==> config.mk <==
export PLATFORM = sky130hd
export DESIGN_NAME = fsso_ctrl
export DESIGN_NICKNAME = d
export VERILOG_FILES = /design/src/hw/rtl/fsso_pkg.sv /design/src/hw/rtl/fsso_ctrl.sv
export SDC_FILE = /design/constraint.sdc
export NUM_CORES = 1
export LEC_CHECK = 0
export ABC_AREA = 1
export BUFFER_PORTS_ARGS = -buffer_cell sky130_fd_sc_hd__buf_2
export CORE_UTILIZATION = 24
export DETAILED_ROUTE_END_ITERATION = 8
export GPL_TIMING_DRIVEN = 0
export PLACE_DENSITY = 0.51
export SETUP_SLACK_MARGIN = 0.02
export SLEW_MARGIN = 20
export SYNTH_ARGS = -nofsm -noshare
export SYNTH_HDL_FRONTEND = slang
export SYNTH_SLANG_ARGS = --single-unit
export TNS_END_PERCENT = 5
==> constraint.sdc <==
create_clock -name clk_i -period 1.2 [get_ports clk_i]
set_input_delay 0 -clock clk_i [delete_from_list [all_inputs] [get_ports clk_i]]
set_output_delay 0 -clock clk_i [all_outputs]
set_load 0.02 [all_outputs]
==> src/hw/rtl/fsso_pkg.sv <==
`default_nettype none

package fsso_pkg;

  // Request word
  typedef struct packed {
    logic [15:0] ready_users;
    logic        plan_valid;
    logic [16:0] tx_probability;
    logic [15:0] base_window;
    logic [31:0] backlog_bits;
    logic [15:0] bits_per_slot;
    logic [7:0]  frame_slots;
  } in_word_t;

  // Result word
  typedef struct packed {
    logic [7:0] online_slots;
    logic [7:0] yellow_slots;
    logic [7:0] ra_slots;
  } out_word_t;

  // Configuration register file contents
  typedef struct packed {
    logic [31:0] base_delay;
    logic [15:0] delay_weight;
    logic [7:0]  ra_min_slots;
    logic [7:0]  ra_max_slots;
    logic [7:0]  reserved_slots;
  } cfg_t;

  // Register indexes
  localparam logic [2:0] REG_BASE_DELAY     = 3'd0;
  localparam logic [2:0] REG_DELAY_WEIGHT   = 3'd1;
  localparam logic [2:0] REG_RA_MIN_SLOTS   = 3'd2;
  localparam logic [2:0] REG_RA_MAX_SLOTS   = 3'd3;
  localparam logic [2:0] REG_RESERVED_SLOTS = 3'd4;

  // Divider operand selection
  typedef enum logic [2:0] {
    DSEL_A,   // aggressiveness
    DSEL_Q,   // backlog in slots
    DSEL_G,   // exponent argument
    DSEL_E,   // exp / a
    DSEL_D    // scheduled delay
  } div_sel_e;

  // Controller to datapath
  typedef struct packed {
    logic     load;
    logic     div_start;
    logic     div_cap;
    div_sel_e div_sel;
    logic     mul_na;
    logic     exp_frac;
    logic     exp_int;
    logic     weight;
    logic     cost;
    logic     out_load;
  } cmd_t;

  // Datapath to controller
  typedef struct packed {
    logic div_done;
    logic r_in_range;
    logic out_busy;
  } status_t;

  // e^i, i = 0..11, Q16
  localparam logic [11:0][31:0] EXP_INT_Q16 = {
    32'd3923911752, 32'd1443526462, 32'd531043708, 32'd195360063,
    32'd71868951,   32'd26439109,   32'd9726405,   32'd3578144,
    32'd1316326,    32'd484249,     32'd178145,    32'd65536
  };

  // e^(k/8), k = 0..8, Q30
  localparam logic [8:0][31:0] EXP_FRAC_Q30 = {
    32'd2918732888, 32'd2575772732, 32'd2273111460, 32'd2006013822,
    32'd1770300985, 32'd1562285136, 32'd1378711793, 32'd1216708891,
    32'd1073741824
  };

endpackage

`default_nettype wire

==> src/hw/rtl/fsso_ctrl.sv <==
`default_nettype none

module fsso_ctrl (
  input  wire logic              clk_i,
  input  wire logic              rst_ni,
  input  wire logic              in_valid_i,
  output logic                   in_ready_o,
  input  wire fsso_pkg::status_t status_i,
  output fsso_pkg::cmd_t         cmd_o
);

  import fsso_pkg::*;

  localparam logic [4:0] S_IDLE = 5'd0;
  localparam logic [4:0] S_DA   = 5'd1;
  localparam logic [4:0] S_WA   = 5'd2;
  localparam logic [4:0] S_NA   = 5'd3;
  localparam logic [4:0] S_DQ   = 5'd4;
  localparam logic [4:0] S_WQ   = 5'd5;
  localparam logic [4:0] S_CHK  = 5'd6;
  localparam logic [4:0] S_DG   = 5'd7;
  localparam logic [4:0] S_WG   = 5'd8;
  localparam logic [4:0] S_EF   = 5'd9;
  localparam logic [4:0] S_EI   = 5'd10;
  localparam logic [4:0] S_DE   = 5'd11;
  localparam logic [4:0] S_WE   = 5'd12;
  localparam logic [4:0] S_DD   = 5'd13;
  localparam logic [4:0] S_WD   = 5'd14;
  localparam logic [4:0] S_WT   = 5'd15;
  localparam logic [4:0] S_CT   = 5'd16;
  localparam logic [4:0] S_OUT  = 5'd17;

  logic [4:0] state_q, state_d;

  always_comb begin
    state_d    = state_q;
    cmd_o      = '0;
    in_ready_o = 1'b0;
    unique case (state_q)
      S_IDLE: begin
        in_ready_o = 1'b1;
        if (in_valid_i) begin
          cmd_o.load = 1'b1;
          state_d    = S_DA;
        end
      end
      S_DA: begin
        cmd_o.div_sel   = DSEL_A;
        cmd_o.div_start = 1'b1;
        state_d         = S_WA;
      end
      S_WA: begin
        cmd_o.div_sel = DSEL_A;
        cmd_o.div_cap = status_i.div_done;
        if (status_i.div_done) state_d = S_NA;
      end
      S_NA: begin
        cmd_o.mul_na = 1'b1;
        state_d      = S_DQ;
      end
      S_DQ: begin
        cmd_o.div_sel   = DSEL_Q;
        cmd_o.div_start = 1'b1;
        state_d         = S_WQ;
      end
      S_WQ: begin
        cmd_o.div_sel = DSEL_Q;
        cmd_o.div_cap = status_i.div_done;
        if (status_i.div_done) state_d = S_CHK;
      end
      // next slot count or finish
      S_CHK: begin
        state_d = status_i.r_in_range ? S_DG : S_OUT;
      end
      S_DG: begin
        cmd_o.div_sel   = DSEL_G;
        cmd_o.div_start = 1'b1;
        state_d         = S_WG;
      end
      S_WG: begin
        cmd_o.div_sel = DSEL_G;
        cmd_o.div_cap = status_i.div_done;
        if (status_i.div_done) state_d = S_EF;
      end
      S_EF: begin
        cmd_o.exp_frac = 1'b1;
        state_d        = S_EI;
      end
      S_EI: begin
        cmd_o.exp_int = 1'b1;
        state_d       = S_DE;
      end
      S_DE: begin
        cmd_o.div_sel   = DSEL_E;
        cmd_o.div_start = 1'b1;
        state_d         = S_WE;
      end
      S_WE: begin
        cmd_o.div_sel = DSEL_E;
        cmd_o.div_cap = status_i.div_done;
        if (status_i.div_done) state_d = S_DD;
      end
      S_DD: begin
        cmd_o.div_sel   = DSEL_D;
        cmd_o.div_start = 1'b1;
        state_d         = S_WD;
      end
      S_WD: begin
        cmd_o.div_sel = DSEL_D;
        cmd_o.div_cap = status_i.div_done;
        if (status_i.div_done) state_d = S_WT;
      end
      S_WT: begin
        cmd_o.weight = 1'b1;
        state_d      = S_CT;
      end
      S_CT: begin
        cmd_o.cost = 1'b1;
        state_d    = S_CHK;
      end
      // hand result to the output register once it is free
      S_OUT: begin
        if (!status_i.out_busy) begin
          cmd_o.out_load = 1'b1;
          state_d        = S_IDLE;
        end
      end
      default: begin
        state_d = S_IDLE;
      end
    endcase
  end

  always_ff @(posedge clk_i or negedge rst_ni) begin
    if (!rst_ni) begin
      state_q <= S_IDLE;
    end else begin
      state_q <= state_d;
    end
  end

endmodule

`default_nettype wire

==> impl_metrics.tcl, run 1 <==
set metrics [dict create \
    grt_pass1_wl_um 2850 \
    path_buf_inv 3 \
    fillerInstances 229 \
    yosysSeqAreaShare_pct 22.7 \
    cts_tree "yes" \
    top_register "state_q" \
    mappedNetlistNets 97 \
    vdd_ir_drop_max_mv 1.01 \
    clockRootBuffer "clkbuf_4" \
    hpwl_um 1250 \
    met2_usage_pct 23.9 \
    hp-class "in2reg" \
    first_iter_violations 22 \
    cp_slowest_stage_delay_ns 0.47 \
    r2r_start "state_q[4]" \
    num_rows 16 \
    diodes 0 \
    antenna_left 0 \
    die_w_um 49.9 \
    clk_pin_slew_ns 0.04 \
    arrival_ns 1.47 \
    clk_latency_ns 0.24 \
    overflow 0 \
    fin_tns_setup_ns -2.33 \
    final-instance-count-excl-fill 157 \
    io_pins 19 \
    port_buffers 18 \
    synth_edf_count 0 \
    wire_per_inst_um 12.1 \
    synthFlopType "dfrtp_1" \
    syn_avg_cell_area_um2 6.05 \
    max_freq_mhz 679 \
    leakage_nw 0.514 \
    fin_crit_sh_pct 123 \
    setup_ws_ns -0.273 \
    synth_warnings 0 \
    grt_pass1_vias 616 \
    netlist_area_um2 551 \
    dpl-instance-area_um2 679 \
    grt.busiest_layer "met2" \
    fin_crit_ns 1.47 \
    critPathMaxFanout 6 \
    worst_path_max_delay_cell "dfrtp_2" \
    ys_async_sr_fraction_pct 100 \
    cts_buffer_depth 2 \
    viasPerCell 4.76 \
    cp-start-kind "register" \
    area_delta_synth_final_pct 73.0 \
    drv_slew 0 \
    grt_max_degree 7 \
    largest_reg_flops 5 \
    grt_use_met3_pct 4.01 \
    hold_ws_ns 0.0536 \
    powerDensity_nw_per_um2 2720 \
    skew_ns 0.00153 \
    vias 747 \
    track_usage_pct 15.4 \
    grt_util_met1_pct 21.4 \
    totalWireLength_um 1900 \
    rrSetupSlack_ns -0.18 \
    finalInstanceArea_um2 952 \
    cp-startpoint "state_q[2]" \
    crit_path_end_kind "output pin" \
    yosysUniqueCellTypes 21 \
    fp.dieH_um 49.9 \
    rsz0062_at_grt "true" \
    dieArea_um2 2490 \
    ys_ff_latch 5 \
    crit_chain "buf_6 -> nor2_4 -> inv_2 -> o21ai_1 -> a21oi_1 -> nor2_1 -> buf_4" \
    cts_buffers 3 \
    drv_cap 0 \
    violations "setup timing" \
    core_area_um2 2060 \
    dp_cells 136 \
    worst-path-stages 7 \
    mostFrequentLayoutCells "buf_4 (21), nand2_1 (18), nand3_1 (10)" \
    final_layout_size_suffix_gt1_share_pct 56.9 \
    layout_commonest_cell "buf_4" \
    r2r_end "state_q[1]" \
    synthCells 91 \
    dr.pass1.iters 4 \
    drc 0 \
    place.gp.congestion 0.843 \
    relSlewSlack_pct 85.4 \
    finalHoldViolCount 0 \
    status "finished with violations" \
    clock_sinks 5 \
    worst_slew_pin_slew_ns 0.219 \
    antenna_found_initial 0 \
    initial_core_util_pct 26.7 \
    setup_viol 16 \
    r2r_cells 9 \
    cp_data_required_time_ns 1.20 \
    htree_num_levels 1 \
    reg_top3 "state_q x5" \
    worstSetupPathType "reg2out" \
    finalPower_mw 2.59 \
    final_nets 137 \
    cpLargestDelayFamily "flip-flops" \
    critPathCapture "cmd_o[9]" \
]
[cells by family (layout without fill, tap and decap cells)]
family / count (synthesis) / in the layout / synth area share (%)
compound gates: 10 / 10 / 10.9
simple gates: 61 / 61 / 55.5
flops: 5 / 5 / 22.7
buf+inv: 15 / 54 / 10.9
[final cells by class]
cell class	instances	area (um^2)	area share, %
multi-input cells	71	433	45.5
repair buffers	35	258	27.1
flip-flops and latches	5	130	13.7
inverters	14	60.1	6.31
well taps	27	33.8	3.55
clock buffers	4	26.3	2.76
plain buffers	1	11.3	1.18
[worst reg2reg max path, delay by kind of cell (launching register included)]
family | cells | cell delay, ns
AND/OR/NAND/NOR | 6 | 0.48
flip-flops | 1 | 0.36
buffers and inverters | 3 | 0.41
[worst min path at each step]
stage / start / to / slack [ns] / depth (start not counted)
6_report: status_i[1] / state_q[4] / 0.05 / 2
5_1_grt: status_i[1] / state_q[4] / 0.04 / 2
4_1_cts: status_i[1] / state_q[4] / 0.04 / 2
3_5_place_dp: rst_ni / state_q[2] / -0.18 / 1
3_3_place_gp: rst_ni / state_q[3] / -0.18 / 1
2_1_floorplan: rst_ni / state_q[0] / -0.30 / 0
[per-stage QoR]
| stage | util [%] | worst slack, ns |
|---|---|---|
| floorplan | - | -0.106 |
| global placement | 32.9 | -0.222 |
| detailed placement | 32.9 | -0.191 |
| CTS | 41.9 | -0.238 |
| global route | 46.2 | -0.355 |
| finish | 46.2 | -0.273 |
[cell usage after synthesis, types with 2 or more instances]
cell type | count | area [um^2]
inv_2 | 7 | 26.3
nand3_1 | 10 | 50.1
dfrtp_1 | 5 | 125
nor2_2 | 6 | 37.5
nand3_2 | 2 | 20.0
nor2_1 | 13 | 48.8
o21ai_0 | 5 | 25.0
inv_1 | 7 | 26.3
nand2_1 | 22 | 82.6
nand4_1 | 3 | 18.8
[per-layer routing]
metal,share of wire [%],routed length [um]
met1,49,927
met2,47,891
met3,4.0,76
met4,0,0
met5,0,0
[timing repair]
| item | 4_1_cts | 5_1_grt |
|---|---|---|
| endpoints found under the hold margin | 5 | 0 |
| pin swaps | 6 | 5 |
| buffers inserted | 10 | 6 |
| resized for setup | 27 | 15 |
| setup endpoints to repair | 17 | 18 |
| hold buffers | 1 | 0 |
| gates cloned | 0 | 0 |
[power by group]
group	total [mW]	switching, mW	internal [mW]
Clock	0.189	0.0635	0.125
Sequential	0.427	0.173	0.255
Combinational	1.97	1.13	0.847
Total	2.59	1.36	1.23
No activity file was read; power rests on OpenSTA's default activity.
==> run 2: changes to the inputs <==
--- a/config.mk
+++ b/config.mk
@@ -10,7 +10,7 @@
 export CORE_UTILIZATION = 24
 export DETAILED_ROUTE_END_ITERATION = 8
 export GPL_TIMING_DRIVEN = 0
-export PLACE_DENSITY = 0.51
+export PLACE_DENSITY = 0.49
 export SETUP_SLACK_MARGIN = 0.02
 export SLEW_MARGIN = 20
 export SYNTH_ARGS = -nofsm -noshare
==> constraint.sdc (replaced) <==
create_clock -name clk_i -period 1.5 [get_ports clk_i]
set_input_delay 0 -clock clk_i [delete_from_list [all_inputs] [get_ports clk_i]]
set_output_delay 0 -clock clk_i [all_outputs]
set_load 0.02 [all_outputs]
==> run 2 against run 1 <==
  * First-iteration DRC count shrank 4.5%
  * Clock skew fell by 0.00066 ns
  * Utilization shrank 6.4 points
  * Largest cell class unchanged
  * Flip-flop and latch count is the same
  * Sequential power down 18%
  * Final cell count fell by 5.7%
  * Clock-buffer cell count is the same
  * The flow now finishes without violations
  * Critical path depth is 2 lower
  * Total power decreased by 32%
  * Critical endpoint is now cmd_o[6]
==> impl_metrics.tcl, run 2 (synthesized netlist as in run 1, its figures left out) <==
set metrics [dict create \
    status "finished, final reports clean" \
    fp.dieH_um 49.9 \
    reg_top3 "state_q x5" \
    rrSetupSlack_ns 0.10 \
    finalHoldViolCount 0 \
    vias 697 \
    wl_met3_um 80 \
    grt_max_degree 9 \
    cts_buffers 3 \
    cts_buffer_depth 2 \
    grt_pass1_wl_um 2590 \
    wire_per_inst_um 11.1 \
    viasPerCell 4.71 \
    dp_cells 136 \
    dr.pass1.iters 5 \
    area_delta_synth_final_pct 49.1 \
    top_register "state_q" \
    mostFrequentLayoutCells "nand2_1 (20), buf_2 (16), nor2_1 (11)" \
    overflow 0 \
    max_freq_mhz 684 \
    place.gp.congestion 0.797 \
    fin_crit_ns 1.46 \
    p_switching_uw 977 \
    crit_path_end_kind "output pin" \
    hpwl_um 1210 \
    hold_ws_ns 0.0296 \
    finalPower_mw 1.75 \
    clkPwrFrac_pct 9.0 \
    leakage_nw 0.461 \
    r2r_cells 9 \
    worst_slew_pin_slew_ns 0.235 \
    dieArea_um2 2490 \
    drc 0 \
    drv_cap 0 \
    diodes 0 \
    grt_pass1_vias 597 \
    arrival_ns 1.46 \
    fin_crit_sh_pct 97.4 \
    cp-start-kind "register" \
    maxUsedRoutingLayer "met3" \
    final_layout_size_suffix_gt1_share_pct 47.1 \
    r2r_start "state_q[3]" \
    num_rows 16 \
    cts_tree "yes" \
    first_iter_violations 21 \
    switching_share_pct 55.9 \
    worstSetupPathType "reg2out" \
    dr_wl_met2_um 799 \
    totalWireLength_um 1650 \
    min_delay_path_depth 2 \
    relSlewSlack_pct 84.3 \
    layout_commonest_cell "nand2_1" \
    io_pins 19 \
    critPathMaxFanout 6 \
    fin_tns_setup_ns 0 \
    p_seq_share_pct 20.0 \
    final_nets 128 \
    rsz0062_at_grt "true" \
    htree_num_levels 1 \
    skew_ns 0.000877 \
    cp_data_required_time_ns 1.50 \
    power.internal_uw 772 \
    r2r_end "state_q[1]" \
    die_w_um 49.9 \
    clockRootBuffer "clkbuf_4" \
    pwr-share-comb_pct 71.0 \
    m1WireLength_um 767 \
    initial_core_util_pct 26.7 \
    core_area_um2 2060 \
    hp-class "in2reg" \
    setup_viol 0 \
    cp-startpoint "state_q[1]" \
    powerDensity_nw_per_um2 2130 \
    antenna_found_initial 0 \
    critPathCapture "cmd_o[6]" \
    vdd_ir_drop_max_mv 0.793 \
    track_usage_pct 13.5 \
    post-route-util_pct 39.8 \
    clock_sinks 5 \
    clk_pin_slew_ns 0.04 \
    port_buffers 18 \
    drv_slew 0 \
    largest_reg_flops 5 \
    final-instance-count-excl-fill 148 \
    clk_latency_ns 0.24 \
    antenna_left 0 \
]
-- run 2: cell count changes in the layout (fill, tap and decap cells not counted), moves of 2 or more --
cell     delta
buf_2       +7
buf_4      -13
buf_6       -3
nand2_1     +2
nor2_1      +3
nor2_2      -2
-- run 2: final cells by class --
cell class              count  area, um^2
fillers                   225        1240
multi-input cells          71         400
repair buffers             26         161
flip-flops and latches      5         130
inverters                  14        57.6
well taps                  27        33.8
clock buffers               4        26.3
plain buffers               1        11.3
-- run 2: worst min-delay path by stage --
stage | endpoint | from | slack (ns)
after floorplan | state_q[0] | rst_ni | -0.30
after global placement | state_q[3] | rst_ni | -0.18
after detailed placement | state_q[3] | rst_ni | -0.18
after CTS | state_q[4] | status_i[1] | 0.03
after global routing | state_q[4] | status_i[1] | 0.05
final | state_q[4] | status_i[1] | 0.03
-- run 2: critical path, stage by stage, from the launching register on --
cell     delay, ns
dfrtp_2       0.47
nand2_1       0.14
inv_1         0.08
a22oi_1       0.25
nand3_1       0.11
buf_2         0.17
-- run 2: repair_timing --
item,in CTS,in global routing
endpoints found under the hold margin,5,0
endpoints found under the setup margin,8,5
gates resized for setup,14,7
pin swaps,1,3
hold buffers,1,0
buffers inserted,0,7
-- run 2: per-layer routing --
metal,GRT usage (%),vias up
li1,-,359
met1,17.9,317
met2,22.1,21
met3,3.09,0
met4,2.86,0
met5,0,-
-- run 2: power groups by stage --
stage / clock network [mW] / registers (mW) / logic [mW]
finish: 0.158 / 0.350 / 1.24
global route: 0.175 / 0.360 / 1.38
CTS: 0.161 / 0.347 / 1.09
detailed placement: 0 / 0.311 / 1.03
global placement: 0 / 0.314 / 1.04
floorplan: 0 / 0.283 / 0.796
-- run 2: per-stage QoR --
| step | instance area, um^2 | worst slack [ns] |
|---|---|---|
| 2_1_floorplan | 551 | 0.188 |
| 3_3_place_gp | 674 | 0.0808 |
| 3_5_place_dp | 674 | 0.109 |
| 4_1_cts | 749 | -0.00351 |
| 5_1_grt | 821 | -0.0668 |
| 6_report | 821 | 0.0386 |
==> run 3: changes to the inputs <==
--- a/config.mk
+++ b/config.mk
@@ -7,6 +7,7 @@
 export LEC_CHECK = 0
 export ABC_AREA = 1
 export BUFFER_PORTS_ARGS = -buffer_cell sky130_fd_sc_hd__buf_2
+export CORE_ASPECT_RATIO = 1.1
 export CORE_UTILIZATION = 24
 export DETAILED_ROUTE_END_ITERATION = 8
 export GPL_TIMING_DRIVEN = 0
==> run 3 against run 2 <==
  * First-iteration DRC count rose by 29%
  * Critical path depth rose by 1
  * Clock skew rose by 0.0010 ns
  * Global-route usage rose by 1.6 points
  * Sequential share of layout area fell by 1.6 points
  * Maximum frequency fell by 1.2%
  * Sequential power barely moved
  * Largest cell class unchanged
==> impl_metrics.tcl, run 3 (synthesized netlist as in run 1, its figures left out) <==
set metrics [dict create \
    overflow 0 \
    track_usage_pct 15.1 \
    switching_share_pct 54.1 \
    grt_max_degree 8 \
    antenna_left 0 \
    fillerInstances 244 \
    drv_cap 0 \
    rrSetupSlack_ns 0.12 \
    grt_pass1_wl_um 2650 \
    first_iter_violations 27 \
    mostFrequentLayoutCells "nand2_1 (20), buf_2 (15), buf_4 (15)" \
    cts_tree "yes" \
    cts_buffer_depth 2 \
    grt_pass1_vias 586 \
    p_seq_share_pct 17.7 \
    io_pins 19 \
    cts_buffers 3 \
    port_buffers 18 \
    critPathMaxFanout 6 \
    leakage_nw 0.509 \
    crit_chain "nor2_4 -> nand2_4 -> o21ai_2 -> a21oi_1 -> nor2_1 -> buf_4" \
    die_w_um 47.7 \
    cp-startpoint "state_q[3]" \
    fin_crit_ns 1.48 \
    place.gp.congestion 0.808 \
    r2r_cells 9 \
    finalInstanceArea_um2 915 \
    cp_data_required_time_ns 1.50 \
    area_delta_synth_final_pct 66.1 \
    htree_num_levels 1 \
    fin_tns_setup_ns 0 \
    totalWireLength_um 1880 \
    critPathCapture "cmd_o[9]" \
    power.internal_uw 898 \
    dieArea_um2 2490 \
    final_nets 135 \
    drc 0 \
    rsz0062_at_grt "true" \
    num_rows 17 \
    dpl-instance-area_um2 676 \
    finalHoldViolCount 0 \
    viasPerCell 4.67 \
    top_register "state_q" \
    setup_viol 0 \
    diodes 0 \
    clk_pin_slew_ns 0.04 \
    initial_core_util_pct 26.4 \
    fin_crit_sh_pct 98.6 \
    final-instance-count-excl-fill 156 \
    r2r_start "state_q[4]" \
    drv_slew 0 \
    wire_per_inst_um 12.1 \
    skew_ns 0.00188 \
    vias 728 \
    pwr-share-comb_pct 74.1 \
    core_area_um2 2080 \
    arrival_ns 1.48 \
    layout_commonest_cell "nand2_1" \
    reg_top3 "state_q x5" \
    cp_slowest_stage_delay_ns 0.48 \
    p_switching_mw 1.06 \
    cp-start-kind "register" \
    vdd_ir_drop_max_mv 0.860 \
    status "finished, final reports clean" \
    final_layout_size_suffix_gt1_share_pct 52.3 \
    largest_reg_flops 5 \
    fp.dieH_um 52.2 \
    worst_slew_pin_slew_ns 0.215 \
    max_freq_mhz 676 \
    clockRootBuffer "clkbuf_4" \
    dr.pass1.iters 4 \
    clk_latency_ns 0.25 \
    worst_path_max_delay_cell "dfrtp_2" \
    hpwl_um 1240 \
    crit_path_end_kind "output pin" \
    antenna_found_initial 0 \
    hp-class "in2reg" \
    clock_sinks 5 \
    worstSetupPathType "reg2out" \
    clkPwrFrac_pct 8.2 \
    relSlewSlack_pct 85.7 \
    dp_cells 137 \
    powerDensity_nw_per_um2 2140 \
    r2r_end "state_q[1]" \
]
[run 3: worst min-delay path by stage]
stage                      from          to  slack [ns]  depth (start not counted)
finish              status_i[1]  state_q[4]        0.02                          2
global route        status_i[1]  state_q[4]       0.005                          2
CTS                 status_i[1]  state_q[4]        0.01                          2
detailed placement       rst_ni  state_q[3]       -0.18                          1
global placement         rst_ni  state_q[3]       -0.18                          1
floorplan                rst_ni  state_q[0]       -0.30                          0
[run 3: final cells by class]
cell class,count,area [um^2],share of cell area [%]
sequential,5,130,14.2
clock buffer,4,26.3,2.87
inverter,14,60.1,6.57
tap,28,35.0,3.83
multi-input combinational,71,423,46.2
buffer,1,11.3,1.23
timing repair buffer,33,229,25.0
[run 3: power groups by stage]
stage          sequential, mW  clock (mW)  combinational [mW]
3_5_place_dp            0.316           0                1.04
3_3_place_gp            0.316           0                1.03
2_1_floorplan           0.283           0               0.796
4_1_cts                 0.342       0.166                1.14
5_1_grt                 0.356       0.174                1.59
6_report                0.347       0.160                1.45
[run 3: repair_timing]
action	4_1_cts	5_1_grt
hold buffers	1	0
pin swaps	2	5
setup endpoints to repair	8	4
setup buffers	3	11
gates resized for setup	14	14
endpoints found under the hold margin	5	0
[run 3: worst max-delay path, delay by kind of cell, from the launching register on]
kind | cells | cell delay (ns)
and+or+nand+nor | 3 | 0.39
AOI/OAI and AO/OA | 2 | 0.21
buffers and inverters | 1 | 0.15
DFF | 1 | 0.48
[run 3: stage by stage]
| step | util, % | total power, mW | setup WS (ns) | hold slack [ns] |
|---|---|---|---|---|
| 6_report | 43.9 | 1.96 | 0.0210 | 0.0165 |
| 5_1_grt | 43.9 | 2.12 | -0.0606 | 0.00456 |
| 4_1_cts | 37.1 | 1.64 | 0.0113 | 0.00998 |
| 3_5_place_dp | 32.4 | 1.35 | 0.117 | -0.181 |
| 2_1_floorplan | - | 1.08 | 0.188 | -0.296 |
| 3_3_place_gp | 32.4 | 1.35 | 0.0869 | -0.180 |
[run 3: metal layers]
layer  vias up  global-route usage (%)  wire length [um]  share of wire (%)
li1        375                       -                 -                  -
met1       330                    21.3               845                 45
met2        21                    22.8               929                 49
met3         2                    4.14                83                4.4
met4         0                    2.78                24                1.3
met5         -                       0                 0                  0
